===== src/rtl/smvs_ram.sv =====
// ----------------------------------------------------------------------------
// smvs_ram
// Generic RAM: one write port, two read ports, registered read data.
// ----------------------------------------------------------------------------
module smvs_ram #(
  parameter int WIDTH = 32,
  parameter int DEPTH = 64,
  localparam int AW   = (DEPTH > 1) ? $clog2(DEPTH) : 1
) (
  input  logic             clk,
  input  logic             we,
  input  logic [AW-1:0]    waddr,
  input  logic [WIDTH-1:0] wdata,
  input  logic             re_a,
  input  logic [AW-1:0]    raddr_a,
  output logic [WIDTH-1:0] rdata_a,
  input  logic             re_b,
  input  logic [AW-1:0]    raddr_b,
  output logic [WIDTH-1:0] rdata_b
);

  logic [WIDTH-1:0] mem [DEPTH];

  always_ff @(posedge clk) begin
    if (we) begin
      mem[waddr] <= wdata;
    end
    if (re_a) begin
      rdata_a <= mem[raddr_a];
    end
    if (re_b) begin
      rdata_b <= mem[raddr_b];
    end
  end

endmodule


===== config.mk =====
export PLATFORM = sky130hd
export DESIGN_NAME = smvs_ram
export DESIGN_NICKNAME = d
export VERILOG_FILES = /design/src/rtl/smvs_ram.sv
export SDC_FILE = /design/constraint.sdc
export NUM_CORES = 2
export LEC_CHECK = 0
export ABC_AREA = 0
export ABC_CLOCK_PERIOD_IN_PS = 8700
export BUFFER_PORTS_ARGS = -buffer_cell sky130_fd_sc_hd__buf_2
export CAP_MARGIN = 20
export CORE_UTILIZATION = 25
export CTS_CLUSTER_DIAMETER = 40
export DETAILED_ROUTE_END_ITERATION = 10
export SYNTH_ARGS = -nofsm -noshare
export SYNTH_HDL_FRONTEND = slang
export SYNTH_SLANG_ARGS = --single-unit

===== constraint.sdc =====
create_clock -name clk -period 8.7 [get_ports clk]
set_input_delay 0.87 -clock clk [delete_from_list [all_inputs] [get_ports clk]]
set_output_delay 0.87 -clock clk [all_outputs]
set_load 0.02 [all_outputs]

==> results list <==
* Most frequent standard cell in the layout excluding fill and tap cells: sky130_fd_sc_hd__edfxtp_1
- Async set-or-reset flop fraction in the synthesized netlist: 0
- In this run the cell area of the synthesized design comes to 0.09630 mm².
- The tool flagged a number of max-cap violations equal to 0.
- Maximum number of buffers from clock root to sink: 4
- Worst max-slew margin expressed relative to the limit: 0.1606
- Post-CTS setup buffers: 0
- After filler insertion, the fill cell instance count of the layout stands at 36940.
* Buffers added on ports: 117
- The final route contains 52020 vias.
- At the later pin of the worst-skew pair, clock insertion delay measures 0.89 ns.
- The number of hold violations in the final report was 0.
- Final worst path period need: 3.914 ns
* Min Hold Slack: 0.2694 ns
- After synthesis, the netlist uses 37 different library cells.
* Total gr overflow: 0
- The share of synthesized area in the top cell type comes to 0.6586.
- The number of antenna violations at the first check in global routing is 35.
- Die Y: 622.7 µm
- For this run, the total global-route usage over all layers was measured as 0.1608.
* Boundary Pins: 118
* Worst setup path category: input port to flop
- DIE AREA: 0.3877 mm²
* Power after layout: 23.03 mW
- For this design the ratio of total power to cell area is 206.9 mW/mm².
- The first global-routing pass estimated 441100 µm of wire.
- Number of enable flip-flop cells after synthesis: 2112
- Routability congestion estimate: 0.7940
- Sequential share of the synthesized area: 0.6586
* Cells after synthesis: 4412
* Footprint of the flip-flops and latches: 0.06342 mm²
- Area taken by multi-input logic gates: 0.03166 mm²
- Max VDD drop: 0.1596 mV
- For this run, design rule violations remaining after detail routing come to 0.
* Slew at the pin closest to its max-slew limit: 1.259 ns
- The number of nets in the synthesized netlist is 4466.
* Synthesized area per cell: 21.83 µm²
* Vias in the first global route: 53410
* Library cell occupying the most area in the post-synthesis netlist: sky130_fd_sc_hd__edfxtp_1
- From synthesis to final layout, the design area changed by 15.61%.
- Clock-pin slew was measured on the worst setup and hold paths at 0.07 ns.
* Final cycle utilization of the critical path: 0.4498
* Number of pins with negative max-slew slack in the final report: 0
- Entering global routing, the biggest net connects 116 pins.
* CTS resizes: 0
* Top library cells by usage in the layout, fill and taps aside: sky130_fd_sc_hd__edfxtp_1, sky130_fd_sc_hd__mux4_2, sky130_fd_sc_hd__clkbuf_16
- After clock tree synthesis, the flow added hold-fix buffers numbering 0.
* Initial standard-cell utilization of the core: 0.2515
* Cell Rows: 227
- At the worst endpoint, the required time is 9.23 ns.
* Violation count after the first detailed-routing iteration: 7200
- The analysis attributes to cell leakage a power of 33.79 nW.
- The worst hold path belongs to the class input port to flop.
- H-tree levels: 4
- The worst setup path is captured at a flop.
- Of all nets on the critical path, the largest fanout is 67.
* Number of optimization iterations in the first detailed-route pass: 5
- In the routed layout, each cell is associated on average with a via count of 5.300.
- Synth warnings: 0
* Finish-stage setup viols: 0
- The worst setup path is launched from an input port.
- Counting flops and latches in the post-synthesis netlist gives 2112.
- Primary FF master, synth: sky130_fd_sc_hd__edfxtp_1
- Fraction of final layout cells with drive strength greater than 1: 0.3929
- Top cells by area, synth: sky130_fd_sc_hd__edfxtp_1, sky130_fd_sc_hd__mux4_2, sky130_fd_sc_hd__mux2i_1
- In the final timing run, aggregate negative setup slack is 0 ns.
- Average routed wire per standard cell: 32.55 µm
- DRT antenna net count: 0
* Post-Route WL: 319500 µm
- The die is 622.7 µm wide.
- Total clock sinks: 2112
- The wire-length estimate of the detail-placed layout is 181500 µm.
* Worst clock skew: 0.04674 ns
- The flow ran to the end, and the final reports show no timing, DRC or antenna violations.
- Unrepaired setup endpoints after global routing: no
* Endpoint arrival time on the critical path: 4.45 ns
- Clock tree synthesis selected as its root buffer the cell sky130_fd_sc_hd__clkbuf_16.
- The core region is 0.3829 mm².
* Peak clock frequency supported by timing: 255.5 MHz
- Nets: 4637
- Clock buffer count from CTS: 228
* CTS tree: built
[cells by family after synthesis]
| kind of cell | share of synthesized area |
|---|---|
| flops | 0.6586 |
| compound gates | 0.02376 |
| mux | 0.2883 |
| simple gates | 0.01125 |
| buf+inv | 0.01814 |
[metrics by stage]
step | instances | utilization | cell area [µm²] | setup WS [ns]
after CTS | 9772 | 0.2892 | 110700 | 4.814
after detailed placement | 9365 | 0.2699 | 103300 | 3.875
after global placement | 9363 | 0.2698 | 103300 | 3.888
final | 9815 | 0.2908 | 111300 | 4.786
after floorplan | 4412 | - | 96300 | 4.639
after global routing | 9807 | 0.2907 | 111300 | 4.663
[metal layers]
layer	GRT usage	vias up	wire [µm]
met5	0	-	92
met4	0.06288	16	13820
met3	0.03422	617	28980
met2	0.2725	2961	158200
met1	0.2003	28510	118400
li1	-	19920	-
[critical path, cell delays in order]
cell	delay (ns)
sky130_fd_sc_hd__buf_8	0.62
sky130_fd_sc_hd__buf_4	0.76
sky130_fd_sc_hd__mux4_2	0.60
sky130_fd_sc_hd__mux4_2	0.51
sky130_fd_sc_hd__o22ai_1	0.73
sky130_fd_sc_hd__a21oi_1	0.24
[sequential cells by signal, indices dropped and copies added (netlist names)]
register / flops
mem: 2048
rdata_a: 32
rdata_b: 32
[area by class of cell]
cell class	instances	area share
inverters	1	0.00003371
multi-input cells	1952	0.2843
flip-flops and latches	2112	0.5696
repair buffers	288	0.02244
diodes	17	0.0003821
clock buffers	261	0.05293
clock inverters	146	0.01362
well taps	5038	0.05662
[synthesized netlist by cell type, types with 25 or more instances]
master	n
sky130_fd_sc_hd__edfxtp_1	2112
sky130_fd_sc_hd__o21ai_1	31
sky130_fd_sc_hd__nor2_1	94
sky130_fd_sc_hd__o211ai_1	27
sky130_fd_sc_hd__mux4_2	1124
sky130_fd_sc_hd__a21oi_1	58
sky130_fd_sc_hd__buf_2	121
sky130_fd_sc_hd__buf_1	25
sky130_fd_sc_hd__o22ai_1	56
sky130_fd_sc_hd__nand2_1	93
sky130_fd_sc_hd__a22oi_1	85
sky130_fd_sc_hd__mux2i_1	204
sky130_fd_sc_hd__buf_4	55
sky130_fd_sc_hd__mux2_2	36
sky130_fd_sc_hd__clkbuf_1	135
[final timing paths]
path	startpoint	end	slack, ns	cells past startpoint
setup / recovery	raddr_b[0]	rdata_b[19]	4.79	6
hold / removal	wdata[12]	mem[30][12]	0.27	1
setup reg to reg	mem[20][9]	rdata_b[9]	5.95	4
hold reg to reg	mem[36][11]	rdata_a[11]	0.95	4
[power by group]
| group | switching, mW | internal [mW] | total [mW] |
|---|---|---|---|
| clock | 4.20 | 5.59 | 9.79 |
| sequential | 0.0750 | 11.3 | 11.4 |
| combinational | 1.11 | 0.744 | 1.85 |
Note: power is estimated with default switching activity, not from simulation.
